$ cat src/design/qsi_pkg.sv
// Shared types and constants of the quaternion spline interpolator.
// Used by the channel interfaces, controller, datapath and top level.
package qsi_pkg;

  localparam int unsigned COMP_W    = 18;
  localparam int unsigned FRAC_W    = 15;
  localparam int unsigned T_W       = 17;
  localparam int unsigned T_ONE     = 65536;
  localparam int unsigned CF_W      = 23;
  localparam int unsigned S_W       = 26;
  localparam int unsigned P_W       = S_W + COMP_W;
  localparam int unsigned ACC_W     = 2 * COMP_W + 2;
  localparam int unsigned DIV_STEPS = S_W / 2;
  localparam int unsigned SUB_W     = 5;
  localparam int unsigned DIV_OFFS  = 1 << 23;

  localparam int unsigned SUB_DACC  = 4;
  localparam int unsigned SUB_FLIP  = 5;
  localparam int unsigned SUB_DIV0  = 7;
  localparam int unsigned SUB_FIN   = SUB_DIV0 + DIV_STEPS;

  typedef enum logic [3:0] {
    OP_NOP,
    OP_PUSH,
    OP_START,
    OP_DMUL,
    OP_DACC,
    OP_FLIP,
    OP_COEF,
    OP_HMUL,
    OP_HADD,
    OP_DSTEP,
    OP_FIN
  } dp_op_e;

  typedef struct packed {
    dp_op_e     op;
    logic [1:0] idx;
    logic [1:0] hstep;
    logic       load_out;
  } qsi_cmd_t;

  typedef logic signed [COMP_W-1:0] comp_t;

endpackage

$ cat src/design/qsi_in_if.sv
// Input channel: valid/ready handshake with one command item.
// Depends on qsi_pkg.
interface qsi_in_if;
  import qsi_pkg::*;
  logic           valid;
  logic           ready;
  logic           cmd;
  comp_t          key_w;
  comp_t          key_x;
  comp_t          key_y;
  comp_t          key_z;
  logic [T_W-1:0] interp_t;
  modport source (output valid, cmd, key_w, key_x, key_y, key_z, interp_t, input ready);
  modport sink (input valid, cmd, key_w, key_x, key_y, key_z, interp_t, output ready);
endinterface

$ cat src/design/qsi_out_if.sv
// Output channel: valid/ready handshake with one interpolated quaternion.
// Depends on qsi_pkg.
interface qsi_out_if;
  import qsi_pkg::*;
  logic  valid;
  logic  ready;
  comp_t out_w;
  comp_t out_x;
  comp_t out_y;
  comp_t out_z;
  modport source (output valid, out_w, out_x, out_y, out_z, input ready);
  modport sink (input valid, out_w, out_x, out_y, out_z, output ready);
endinterface

$ cat src/design/quaternion_spline_interpolator_top.sv
// Push item: shifts one key into the window, no result. Evaluate item: the three
// sign-harmonize dot products on the shared multiplier, then per component the
// Horner steps and the radix-4 divide-by-three unit, then the output register is
// loaded (held off while an earlier result waits). No new item is taken until
// that load is done.
// Reset clears the key window to zero and spline_mode to Catmull-Rom.
module quaternion_spline_interpolator_top (
  input  logic clk_i,
  input  logic rst_ni,
  input  logic cfg_we_i,
  input  logic cfg_wdata_i,
  qsi_in_if.sink    in_ch,
  qsi_out_if.source out_ch
);
  import qsi_pkg::*;

  qsi_cmd_t cmd;

  qsi_ctrl u_ctrl (
    .clk_i       (clk_i),
    .rst_ni      (rst_ni),
    .in_valid_i  (in_ch.valid),
    .in_cmd_i    (in_ch.cmd),
    .out_ready_i (out_ch.ready),
    .in_ready_o  (in_ch.ready),
    .out_valid_o (out_ch.valid),
    .cmd_o       (cmd)
  );

  qsi_dp u_dp (
    .clk_i       (clk_i),
    .rst_ni      (rst_ni),
    .cmd_i       (cmd),
    .cfg_we_i    (cfg_we_i),
    .cfg_wdata_i (cfg_wdata_i),
    .key_w_i     (in_ch.key_w),
    .key_x_i     (in_ch.key_x),
    .key_y_i     (in_ch.key_y),
    .key_z_i     (in_ch.key_z),
    .interp_t_i  (in_ch.interp_t),
    .out_w_o     (out_ch.out_w),
    .out_x_o     (out_ch.out_x),
    .out_y_o     (out_ch.out_y),
    .out_z_o     (out_ch.out_z)
  );

  a_start: assert property (@(posedge clk_i) disable iff (!rst_ni)
    (cmd.op == OP_START) |-> (in_ch.valid && in_ch.ready && in_ch.cmd))
    else $error("evaluate started without accepted item");

  a_push: assert property (@(posedge clk_i) disable iff (!rst_ni)
    (cmd.op == OP_PUSH) |-> (in_ch.valid && in_ch.ready && !in_ch.cmd))
    else $error("push without accepted item");

  a_load: assert property (@(posedge clk_i) disable iff (!rst_ni)
    $rose(out_ch.valid) |-> $past(cmd.load_out))
    else $error("result shown without load");

endmodule

$ cat src/design/qsi_ctrl.sv
// Sequencer of the interpolator: issues one datapath command per cycle.
// Depends on qsi_pkg.
module qsi_ctrl (
  input  logic              clk_i,
  input  logic              rst_ni,
  input  logic              in_valid_i,
  input  logic              in_cmd_i,
  input  logic              out_ready_i,
  output logic              in_ready_o,
  output logic              out_valid_o,
  output qsi_pkg::qsi_cmd_t cmd_o
);
  import qsi_pkg::*;

  localparam logic [1:0] ST_IDLE = 2'd0;
  localparam logic [1:0] ST_RUN  = 2'd1;
  localparam logic [1:0] ST_DONE = 2'd2;

  logic [1:0]       state_q, state_d;
  logic             ph_q, ph_d;
  logic [1:0]       idx_q, idx_d;
  logic [SUB_W-1:0] sub_q, sub_d;
  logic             oval_q, oval_d;

  assign in_ready_o  = (state_q == ST_IDLE);
  assign out_valid_o = oval_q;

  always_comb begin
    state_d        = state_q;
    ph_d           = ph_q;
    idx_d          = idx_q;
    sub_d          = sub_q;
    oval_d         = oval_q && !out_ready_i;
    cmd_o.op       = OP_NOP;
    cmd_o.idx      = idx_q;
    cmd_o.hstep    = sub_q[2:1] - 2'd1;
    cmd_o.load_out = 1'b0;
    case (state_q)
      ST_IDLE: begin
        if (in_valid_i) begin
          if (in_cmd_i) begin
            cmd_o.op = OP_START;
            state_d  = ST_RUN;
            ph_d     = 1'b0;
            idx_d    = 2'd0;
            sub_d    = '0;
          end else begin
            cmd_o.op = OP_PUSH;
          end
        end
      end
      ST_RUN: begin
        sub_d = sub_q + SUB_W'(1);
        if (!ph_q) begin
          if (sub_q < SUB_W'(SUB_DACC)) begin
            cmd_o.op = OP_DMUL;
          end else if (sub_q == SUB_W'(SUB_DACC)) begin
            cmd_o.op = OP_DACC;
          end else begin
            cmd_o.op = OP_FLIP;
            sub_d    = '0;
            if (idx_q == 2'd2) begin
              ph_d  = 1'b1;
              idx_d = 2'd0;
            end else begin
              idx_d = idx_q + 2'd1;
            end
          end
        end else begin
          if (sub_q == '0) begin
            cmd_o.op = OP_COEF;
          end else if (sub_q < SUB_W'(SUB_DIV0)) begin
            cmd_o.op = sub_q[0] ? OP_HMUL : OP_HADD;
          end else if (sub_q < SUB_W'(SUB_FIN)) begin
            cmd_o.op = OP_DSTEP;
          end else begin
            cmd_o.op = OP_FIN;
            sub_d    = '0;
            idx_d    = idx_q + 2'd1;
            if (idx_q == 2'd3) begin
              state_d = ST_DONE;
            end
          end
        end
      end
      ST_DONE: begin
        if (!oval_q || out_ready_i) begin
          cmd_o.load_out = 1'b1;
          oval_d         = 1'b1;
          state_d        = ST_IDLE;
        end
      end
      default: begin
        state_d = ST_IDLE;
      end
    endcase
  end

  always_ff @(posedge clk_i or negedge rst_ni) begin
    if (!rst_ni) begin
      state_q <= ST_IDLE;
      ph_q    <= 1'b0;
      idx_q   <= 2'd0;
      sub_q   <= '0;
      oval_q  <= 1'b0;
    end else begin
      state_q <= state_d;
      ph_q    <= ph_d;
      idx_q   <= idx_d;
      sub_q   <= sub_d;
      oval_q  <= oval_d;
    end
  end

endmodule

$ cat src/design/qsi_dp.sv
// Datapath: key window, shared multiplier, dot accumulator, divide-by-three
// unit and result registers. Depends on qsi_pkg.
module qsi_dp (
  input  logic                       clk_i,
  input  logic                       rst_ni,
  input  qsi_pkg::qsi_cmd_t          cmd_i,
  input  logic                       cfg_we_i,
  input  logic                       cfg_wdata_i,
  input  qsi_pkg::comp_t             key_w_i,
  input  qsi_pkg::comp_t             key_x_i,
  input  qsi_pkg::comp_t             key_y_i,
  input  qsi_pkg::comp_t             key_z_i,
  input  logic [qsi_pkg::T_W-1:0]    interp_t_i,
  output qsi_pkg::comp_t             out_w_o,
  output qsi_pkg::comp_t             out_x_o,
  output qsi_pkg::comp_t             out_y_o,
  output qsi_pkg::comp_t             out_z_o
);
  import qsi_pkg::*;

  localparam comp_t CMAX = comp_t'((1 << (COMP_W - 1)) - 1);
  localparam comp_t CMIN = comp_t'(1 << (COMP_W - 1));

  function automatic comp_t neg_sat(comp_t v);
    return (v == CMIN) ? CMAX : -v;
  endfunction

  logic                    mode_q;
  comp_t                   key_q [4][4];
  logic [T_W-1:0]          t_q;
  logic signed [P_W-1:0]   mul_q;
  logic signed [ACC_W-1:0] acc_q;
  logic signed [S_W-1:0]   s_q;
  logic signed [CF_W-1:0]  b_q, c_q, d_q;
  logic [S_W-1:0]          dq_q;
  logic [1:0]              rem_q;
  comp_t                   res_q [4];
  comp_t                   out_q [4];

  logic signed [CF_W-1:0]   e0, e1, e2, e3, a_c, b_c, c_c, d_c, hcoef;
  logic signed [S_W-1:0]    mul_a;
  comp_t                    mul_b, dot_a, dot_b;
  logic signed [P_W:0]      hsum;
  logic signed [S_W-1:0]    y_c, lres, rres;
  logic [3:0]               dv;
  logic [1:0]               qd;
  comp_t                    res_c;

  always_comb begin
    e0  = CF_W'(key_q[0][0]);
    e1  = CF_W'(key_q[1][0]);
    e2  = CF_W'(key_q[2][0]);
    e3  = CF_W'(key_q[3][0]);
    a_c = CF_W'(-e0 + 3 * e1 - 3 * e2 + e3);
    if (mode_q) begin
      b_c = CF_W'(3 * e0 - 6 * e1 + 3 * e2);
      c_c = CF_W'(-2 * e0 - 3 * e1 + 6 * e2 - e3);
      d_c = CF_W'(6 * e1);
    end else begin
      b_c = CF_W'(2 * e0 - 5 * e1 + 4 * e2 - e3);
      c_c = CF_W'(e2 - e0);
      d_c = CF_W'(2 * e1);
    end
    case (cmd_i.idx)
      2'd0:    begin dot_a = key_q[0][0]; dot_b = key_q[1][0]; end
      2'd1:    begin dot_a = key_q[1][0]; dot_b = key_q[2][0]; end
      default: begin dot_a = key_q[2][0]; dot_b = key_q[3][0]; end
    endcase
    if (cmd_i.op == OP_HMUL) begin
      mul_a = s_q;
      mul_b = comp_t'({1'b0, t_q});
    end else begin
      mul_a = S_W'(dot_a);
      mul_b = dot_b;
    end
    case (cmd_i.hstep)
      2'd0:    hcoef = b_q;
      2'd1:    hcoef = c_q;
      default: hcoef = d_q;
    endcase
    hsum = (P_W + 1)'(mul_q) + ((P_W + 1)'(hcoef) <<< 16)
         + ((cmd_i.hstep != 2'd2) ? (P_W + 1)'(32768)
            : (mode_q ? (P_W + 1)'(3 * 65536) : (P_W + 1)'(65536)));
    y_c  = S_W'(hsum >>> 16);
    dv   = {rem_q, dq_q[S_W-1 -: 2]};
    if (dv >= 4'd9) begin
      qd = 2'd3;
    end else if (dv >= 4'd6) begin
      qd = 2'd2;
    end else if (dv >= 4'd3) begin
      qd = 2'd1;
    end else begin
      qd = 2'd0;
    end
    lres = $signed(dq_q) - S_W'(DIV_OFFS);
    rres = mode_q ? (lres >>> 1) : (s_q >>> 1);
    if (rres > S_W'(CMAX)) begin
      res_c = CMAX;
    end else if (rres < S_W'(CMIN)) begin
      res_c = CMIN;
    end else begin
      res_c = comp_t'(rres);
    end
  end

  always_ff @(posedge clk_i or negedge rst_ni) begin
    if (!rst_ni) begin
      mode_q <= 1'b0;
      for (int k = 0; k < 4; k++) begin
        for (int j = 0; j < 4; j++) begin
          key_q[k][j] <= '0;
        end
      end
    end else begin
      if (cfg_we_i) begin
        mode_q <= cfg_wdata_i;
      end
      case (cmd_i.op)
        OP_PUSH: begin
          for (int k = 0; k < 3; k++) begin
            key_q[k] <= key_q[k+1];
          end
          key_q[3][0] <= key_w_i;
          key_q[3][1] <= key_x_i;
          key_q[3][2] <= key_y_i;
          key_q[3][3] <= key_z_i;
        end
        OP_DMUL, OP_COEF: begin
          for (int k = 0; k < 4; k++) begin
            for (int j = 0; j < 4; j++) begin
              key_q[k][j] <= key_q[k][(j+1)%4];
            end
          end
        end
        OP_FLIP: begin
          if (acc_q < 0) begin
            for (int k = 1; k < 4; k++) begin
              if (2'(k - 1) == cmd_i.idx) begin
                for (int j = 0; j < 4; j++) begin
                  key_q[k][j] <= neg_sat(key_q[k][j]);
                end
              end
            end
          end
        end
        default: begin
        end
      endcase
    end
  end

  always_ff @(posedge clk_i) begin
    case (cmd_i.op)
      OP_START: begin
        t_q   <= (interp_t_i > T_W'(T_ONE)) ? T_W'(T_ONE) : interp_t_i;
        mul_q <= '0;
        acc_q <= '0;
      end
      OP_DMUL, OP_HMUL: begin
        mul_q <= mul_a * mul_b;
        if (cmd_i.op == OP_DMUL) begin
          acc_q <= acc_q + ACC_W'(mul_q);
        end
      end
      OP_DACC: begin
        acc_q <= acc_q + ACC_W'(mul_q);
      end
      OP_FLIP: begin
        acc_q <= '0;
        mul_q <= '0;
      end
      OP_COEF: begin
        s_q <= S_W'(a_c);
        b_q <= b_c;
        c_q <= c_c;
        d_q <= d_c;
      end
      OP_HADD: begin
        s_q <= y_c;
        if (cmd_i.hstep == 2'd2) begin
          dq_q  <= S_W'(y_c) + S_W'(3 * DIV_OFFS);
          rem_q <= 2'd0;
        end
      end
      OP_DSTEP: begin
        dq_q  <= {dq_q[S_W-3:0], qd};
        rem_q <= 2'(dv - 4'(3 * qd));
      end
      OP_FIN: begin
        res_q[3] <= res_c;
        for (int k = 0; k < 3; k++) begin
          res_q[k] <= res_q[k+1];
        end
      end
      default: begin
      end
    endcase
    if (cmd_i.load_out) begin
      out_q <= res_q;
    end
  end

  assign out_w_o = out_q[0];
  assign out_x_o = out_q[1];
  assign out_y_o = out_q[2];
  assign out_z_o = out_q[3];

endmodule

$ cat src/flat_wrapper.sv
// flat-port wrapper written by rule: the top's interface ports become plain ports
module quaternion_spline_interpolator_top_flat import qsi_pkg::*;
  (clk_i, rst_ni, cfg_we_i, cfg_wdata_i, in_ch_valid, in_ch_cmd, in_ch_key_w, in_ch_key_x, in_ch_key_y, in_ch_key_z, in_ch_interp_t, in_ch_ready, out_ch_valid, out_ch_out_w, out_ch_out_x, out_ch_out_y, out_ch_out_z, out_ch_ready);
  qsi_in_if in_ch_i ();
  qsi_out_if out_ch_i ();
  input  logic clk_i;
  input  logic rst_ni;
  input  logic cfg_we_i;
  input  logic cfg_wdata_i;
  input wire logic [$bits(in_ch_i.valid)-1:0] in_ch_valid;
  input wire logic [$bits(in_ch_i.cmd)-1:0] in_ch_cmd;
  input wire logic [$bits(in_ch_i.key_w)-1:0] in_ch_key_w;
  input wire logic [$bits(in_ch_i.key_x)-1:0] in_ch_key_x;
  input wire logic [$bits(in_ch_i.key_y)-1:0] in_ch_key_y;
  input wire logic [$bits(in_ch_i.key_z)-1:0] in_ch_key_z;
  input wire logic [$bits(in_ch_i.interp_t)-1:0] in_ch_interp_t;
  output wire logic [$bits(in_ch_i.ready)-1:0] in_ch_ready;
  output wire logic [$bits(out_ch_i.valid)-1:0] out_ch_valid;
  output wire logic [$bits(out_ch_i.out_w)-1:0] out_ch_out_w;
  output wire logic [$bits(out_ch_i.out_x)-1:0] out_ch_out_x;
  output wire logic [$bits(out_ch_i.out_y)-1:0] out_ch_out_y;
  output wire logic [$bits(out_ch_i.out_z)-1:0] out_ch_out_z;
  input wire logic [$bits(out_ch_i.ready)-1:0] out_ch_ready;
  assign in_ch_i.valid = in_ch_valid;
  assign in_ch_i.cmd = in_ch_cmd;
  assign in_ch_i.key_w = in_ch_key_w;
  assign in_ch_i.key_x = in_ch_key_x;
  assign in_ch_i.key_y = in_ch_key_y;
  assign in_ch_i.key_z = in_ch_key_z;
  assign in_ch_i.interp_t = in_ch_interp_t;
  assign in_ch_ready = in_ch_i.ready;
  assign out_ch_valid = out_ch_i.valid;
  assign out_ch_out_w = out_ch_i.out_w;
  assign out_ch_out_x = out_ch_i.out_x;
  assign out_ch_out_y = out_ch_i.out_y;
  assign out_ch_out_z = out_ch_i.out_z;
  assign out_ch_i.ready = out_ch_ready;
  quaternion_spline_interpolator_top u_core (.clk_i(clk_i), .rst_ni(rst_ni), .cfg_we_i(cfg_we_i), .cfg_wdata_i(cfg_wdata_i), .in_ch(in_ch_i), .out_ch(out_ch_i));
endmodule
$ cat config.mk
export PLATFORM = sky130hd
export DESIGN_NAME = quaternion_spline_interpolator_top_flat
export DESIGN_NICKNAME = d
export VERILOG_FILES = /design/src/design/qsi_pkg.sv /design/src/design/qsi_in_if.sv /design/src/design/qsi_out_if.sv /design/src/design/quaternion_spline_interpolator_top.sv /design/src/design/qsi_ctrl.sv /design/src/design/qsi_dp.sv /design/src/flat_wrapper.sv
export SDC_FILE = /design/constraint.sdc
export NUM_CORES = 2
export LEC_CHECK = 0
export ABC_CLOCK_PERIOD_IN_PS = 14000
export BUFFER_PORTS_ARGS = -buffer_cell sky130_fd_sc_hd__buf_2
export CAP_MARGIN = 20
export CORE_ASPECT_RATIO = 1.4
export CORE_UTILIZATION = 55
export CTS_CLUSTER_SIZE = 40
export DETAILED_ROUTE_END_ITERATION = 6
export PLACE_DENSITY = 0.81
export SYNTH_ARGS = -nofsm -noshare
export SYNTH_HDL_FRONTEND = slang
export SYNTH_HIERARCHICAL = 1
export SYNTH_SLANG_ARGS = --single-unit
$ cat constraint.sdc
create_clock -name clk_i -period 14 [get_ports clk_i]
set_input_delay 2.1 -clock clk_i [delete_from_list [all_inputs] [get_ports clk_i]]
set_output_delay 2.1 -clock clk_i [all_outputs]
set_load 0.02 [all_outputs]
Word level (Yosys, flattened, before mapping)
Cells that the tools add are included.

word-level totals
  flip-flop bits (word level) = 664
  input bits = 96
  word-level logic and storage cells = 260
  output and inout port bits = 74

cells by class
  muxes and demuxes = 90
  add/sub/neg operators = 35
  multipliers = 8
  eq/ne operators = 52
  magnitude comparators = 10
  reductions and logical operators = 26

operators with widths
  operator                 count
  $pmux W216 S3            1
  $mux W18                 16
  $eq A18 B18 Y1 const B   12
  $mux W216                1
  $mux W72                 3
  $neg A18 Y18             12
  $pmux W72 S2             1
  $pmux W38 S3             1
  $mul A3 B18 Y21 const A  5
  $pmux W26 S2             2
  $pmux W42 S2             1
  $mux W26                 3
  $pmux W18 S2             2
  $mux W23                 3
  $add A23 B21 Y23         2
  $mux W2                  23
  $pmux W23 S2             1
  $sub A23 B18 Y23         2
  $sub A23 B21 Y23         2
  $add A42 B19 Y42         1
  $add A42 B39 Y42         1
  $mul A26 B18 Y42         1
  $mux W5                  8
  $add A38 B38 Y38         1
  other kinds (56)         116

Logic depth before layout (Yosys ltp)
  word-level depth = 10
  depth in mapped cells = 39
  depth with buffers taken out = 34

Cells and area by module
Netlist, hierarchy kept.

by module, submodules not included
  module    times used  cells each  area each (um^2)  sequential area each (um^2)
  qsi_dp    1           7191        64584.4           18102.4
  qsi_ctrl  1           92          795.8             275.3

Least setup slack after synthesis
Ideal clock, no wire load.

  path type = input -> register
  from = in in_ch_valid
  to = reg u_core.u_dp.mul_q[41], data pin
  buffers on the path = 5
  library setup time = 0.266 ns
  setup slack = 4.392 ns
  arrival time = 9.342 ns
  cell stages on the path = 34
  data required time = 13.734 ns
  cells stage by stage = nand3_1 > nand2_1 > clkbuf_1 > nand3_1 > clkbuf_1 > clkbuf_1 > buf_1 > o211ai_1 > nand2_1 > clkbuf_1 > nand2_1 > fa_1 > inv_1 > fa_1 > inv_1 > fa_1 > inv_1 > fa_1 > fa_1 > inv_1 > fa_1 > inv_1 > ha_1 > a21o_1 > and2_1 > o21ai_0 > a21o_1 > o21ai_0 > nor2b_1 > o31ai_1 > o2111ai_1 > a21oi_1 > xnor2_1 > nor2_1

RTL lines
  element                 line                RTL
  start: declaration      flat_wrapper.sv:10  input wire logic [$bits(in_ch_i.valid)-1:0] in_ch_valid;
  end signal: assignment  qsi_dp.sv:160       mul_q <= mul_a * mul_b;
  end: declaration        qsi_dp.sv:31        logic signed [P_W-1:0] mul_q;

==> impl_metrics.toml <==
[finish]
drive_above_1_share = 0.0591
stdcell_area_um2 = 70200
synthToLayoutAreaGrowth_pct = 7.32
final_cell_mix = "inv_1, nand2_1, fa_1"
final_common_cell = "inv_1"
final_nets = 8464
instances_no_fill = 8908

[cts]
cts-hold-fix-buffers = 0
h-tree-depth = 3
cts_sinks = 662
cts_tree = "built"
cts-buffers-inserted = 70
path_clk_slew_ps = 60
cts_buffer_depth = 3
clk_latency_ps = 700
cts_resized = 0
clockRootBuffer = "clkbuf_16"
post_cts.repair.setup_buffers = 0

[routing]
drt_iter0_markers = 6375
first_pass_iters = 7
post-route-drc-count = 30
viasPerCell = 6.27
vias = 55900
detail-route-antenna-nets = 0
wl_per_cell_um = 23.6
totalWireLength_um = 210000

[placement]
io_buffers = 169
place_inst = 8768
place_congestion = 1.05
hpwlAfterDp_um = 160000
dpl_cell_area_um2 = 67600

[critical_path]
worstPathArrival_ps = 11000
worstPathMaxFanout = 47
end_kind = "flip-flop"
max_stage_delay_ps = 960
crit_required_ps = 14420
slowest_stage = "and2_1"
start_kind = "input pin"
reg2reg_to = "u_core/u_dp/mul_q[34]"
r2r_cells = 31
crit_top_cell = "fa_1"
rr_startpoint = "u_core/u_ctrl/sub_q[0]"
critPathLaunch = "in_ch_valid"
reg2reg_slack_ps = 3600
crit_end = "u_core/u_dp/mul_q[34]"
worstSetupPathType = "in -> reg"

[yosys]
syn_area_per_cell_um2 = 8.98
synth_area_um2 = 65400
async_flop_share = 0.453
ys.flop_type = "edfxtp_1"
syn-instance-count = 7283
ys_types = 87
synth_edf_count = 362
ys_ff_latch = 662
yosysSeqAreaShare = 0.281
synth_nets = 8491
yosysWarnings = 6

[floorplan]
rows = 149
fp.dieArea_um2 = 120000
coreArea_um2 = 118000
floorplan.initialDensity = 0.555
die_h_um = 410
die_w_um = 293
io_pins = 170

[run_status]
status = "finished with violations"
failed_checks = "DRC"

[sta]
final.setup.tns_ps = 0
setup_viol = 0
fmax_ghz = 0.0945
finalCritPeriodShare = 0.756
grt_setup_unrepaired = "false"
maxSlewViolCount = 0
slew_headroom = 0.153
fin_crit_ps = 10580
worst_pin_slew_ps = 1270
skew_ps = 62.4
hold_violations = 0

[global_routing]
grt_pass1_vias = 57100
antenna_found_initial = 10
grt_pass1_wl_um = 321000
track_usage = 0.348
grt-ovfl-total = 0
grt_max_degree = 193

[worst_hold_path]
holdPathStages = 0
worstHoldStart = "u_core/u_dp/res_q[70]"
hold_class = "reg -> reg"

[flow_run]
max_cap_viol_count = 0
-- stage by stage --
stage	utilization	setup WS, ps	hold WS, ps
2_1_floorplan	-	4390	400
3_3_place_gp	0.574	2820	400
3_5_place_dp	0.574	2920	405
5_1_grt	0.596	3170	423
4_1_cts	0.595	3650	421
6_report	0.596	3420	420
-- logic make-up after synthesis --
family | after synthesis | synth area share
DFF | 662 | 0.281
adders and majority gates | 1112 | 0.285
buffers and inverters | 1327 | 0.0767
muxes | 59 | 0.00920
and+or+nand+nor | 2246 | 0.156
xor gates and xnor gates | 249 | 0.0334
AOI/OAI and AO/OA | 1628 | 0.159
-- synthesized netlist by cell type (all sizes together), types with 10 or more instances --
library cell | count | area [um2]
o211ai | 81 | 608
buf | 45 | 203
and3 | 76 | 475
or2 | 18 | 113
nor3b | 14 | 110
a21oi | 553 | 2780
a2111oi | 17 | 149
dfrtp | 300 | 7510
a221o | 10 | 100
clkbuf | 287 | 1080
o21a | 45 | 338
o31a | 23 | 201
o31ai | 36 | 270
a22oi | 80 | 601
inv | 995 | 3730
nor2b | 64 | 400
a21o | 85 | 638
nor2 | 518 | 1950
xnor2 | 164 | 1440
o21ai | 346 | 1730
fa | 626 | 12500
nor4 | 21 | 131
nand2 | 944 | 3540
o21bai | 31 | 233
and2 | 65 | 407
nand3b | 12 | 115
a211oi | 26 | 195
nor3 | 102 | 543
a41oi | 13 | 114
o22ai | 16 | 100
nand3 | 208 | 1040
or4 | 13 | 97.6
nand4 | 28 | 175
or3 | 105 | 707
o32a | 98 | 981
xor2 | 85 | 744
ha | 486 | 6080
a31oi | 69 | 432
a221oi | 12 | 118
o22a | 10 | 87.6
edfxtp | 362 | 10900
mux2i | 53 | 531
nand2b | 41 | 257
-- sequential cells by signal, summed over array words and instances, names as in the netlist, 21 cells and up --
register / cells
u_core/u_dp/res_q: 72
u_core/u_dp/d_q: 21
u_core/u_dp/acc_q: 38
u_core/u_dp/s_q: 26
u_core/u_dp/c_q: 23
u_core/u_dp/b_q: 23
u_core/u_dp/key_q: 216
u_core/u_dp/mul_q: 42
u_core/u_dp/dq_q: 26
-- how the worst min path moves through the flow --
stage / endpoint / slack [ps]
3_3_place_gp: u_core/u_dp/out_w_o[11] / 400
5_1_grt: u_core/u_dp/out_w_o[10] / 420
6_report: u_core/u_dp/out_w_o[16] / 420
2_1_floorplan: u_core/u_dp/out_w_o[0] / 400
3_5_place_dp: u_core/u_dp/out_w_o[12] / 410
4_1_cts: u_core/u_dp/out_w_o[16] / 420
-- metal layers --
layer / part of all wire / global-route usage / vias up
met2: 0.47 / 0.571 / 3133
li1: - / - / 24700
met1: 0.34 / 0.387 / 27100
met3: 0.084 / 0.0595 / 990
met4: 0.11 / 0.315 / 0
met5: 0 / 0 / -
-- final cells by class --
class,instances,area (um2)
repair buffers,233,1410
flip-flops and latches,662,18400
well taps,1585,1980
clock buffers,96,1980
multi-input cells,5294,42100
diodes,12,30.0
fillers,10000,47700
clock inverters,31,505
inverters,995,3730
-- critical path: cells and delay by family --
| kind | cells | cell delay (ps) |
|---|---|---|
| and+or+nand+nor | 7 | 1600 |
| adders and majority gates | 7 | 3600 |
| AOI/OAI and AO/OA | 9 | 2820 |
| buffers and inverters | 4 | 540 |
| xor gates and xnor gates | 1 | 310 |
Power is left out: the tool's default activity adds up to more than one toggle a clock period on the data nets, which glitch-free logic cannot reach.
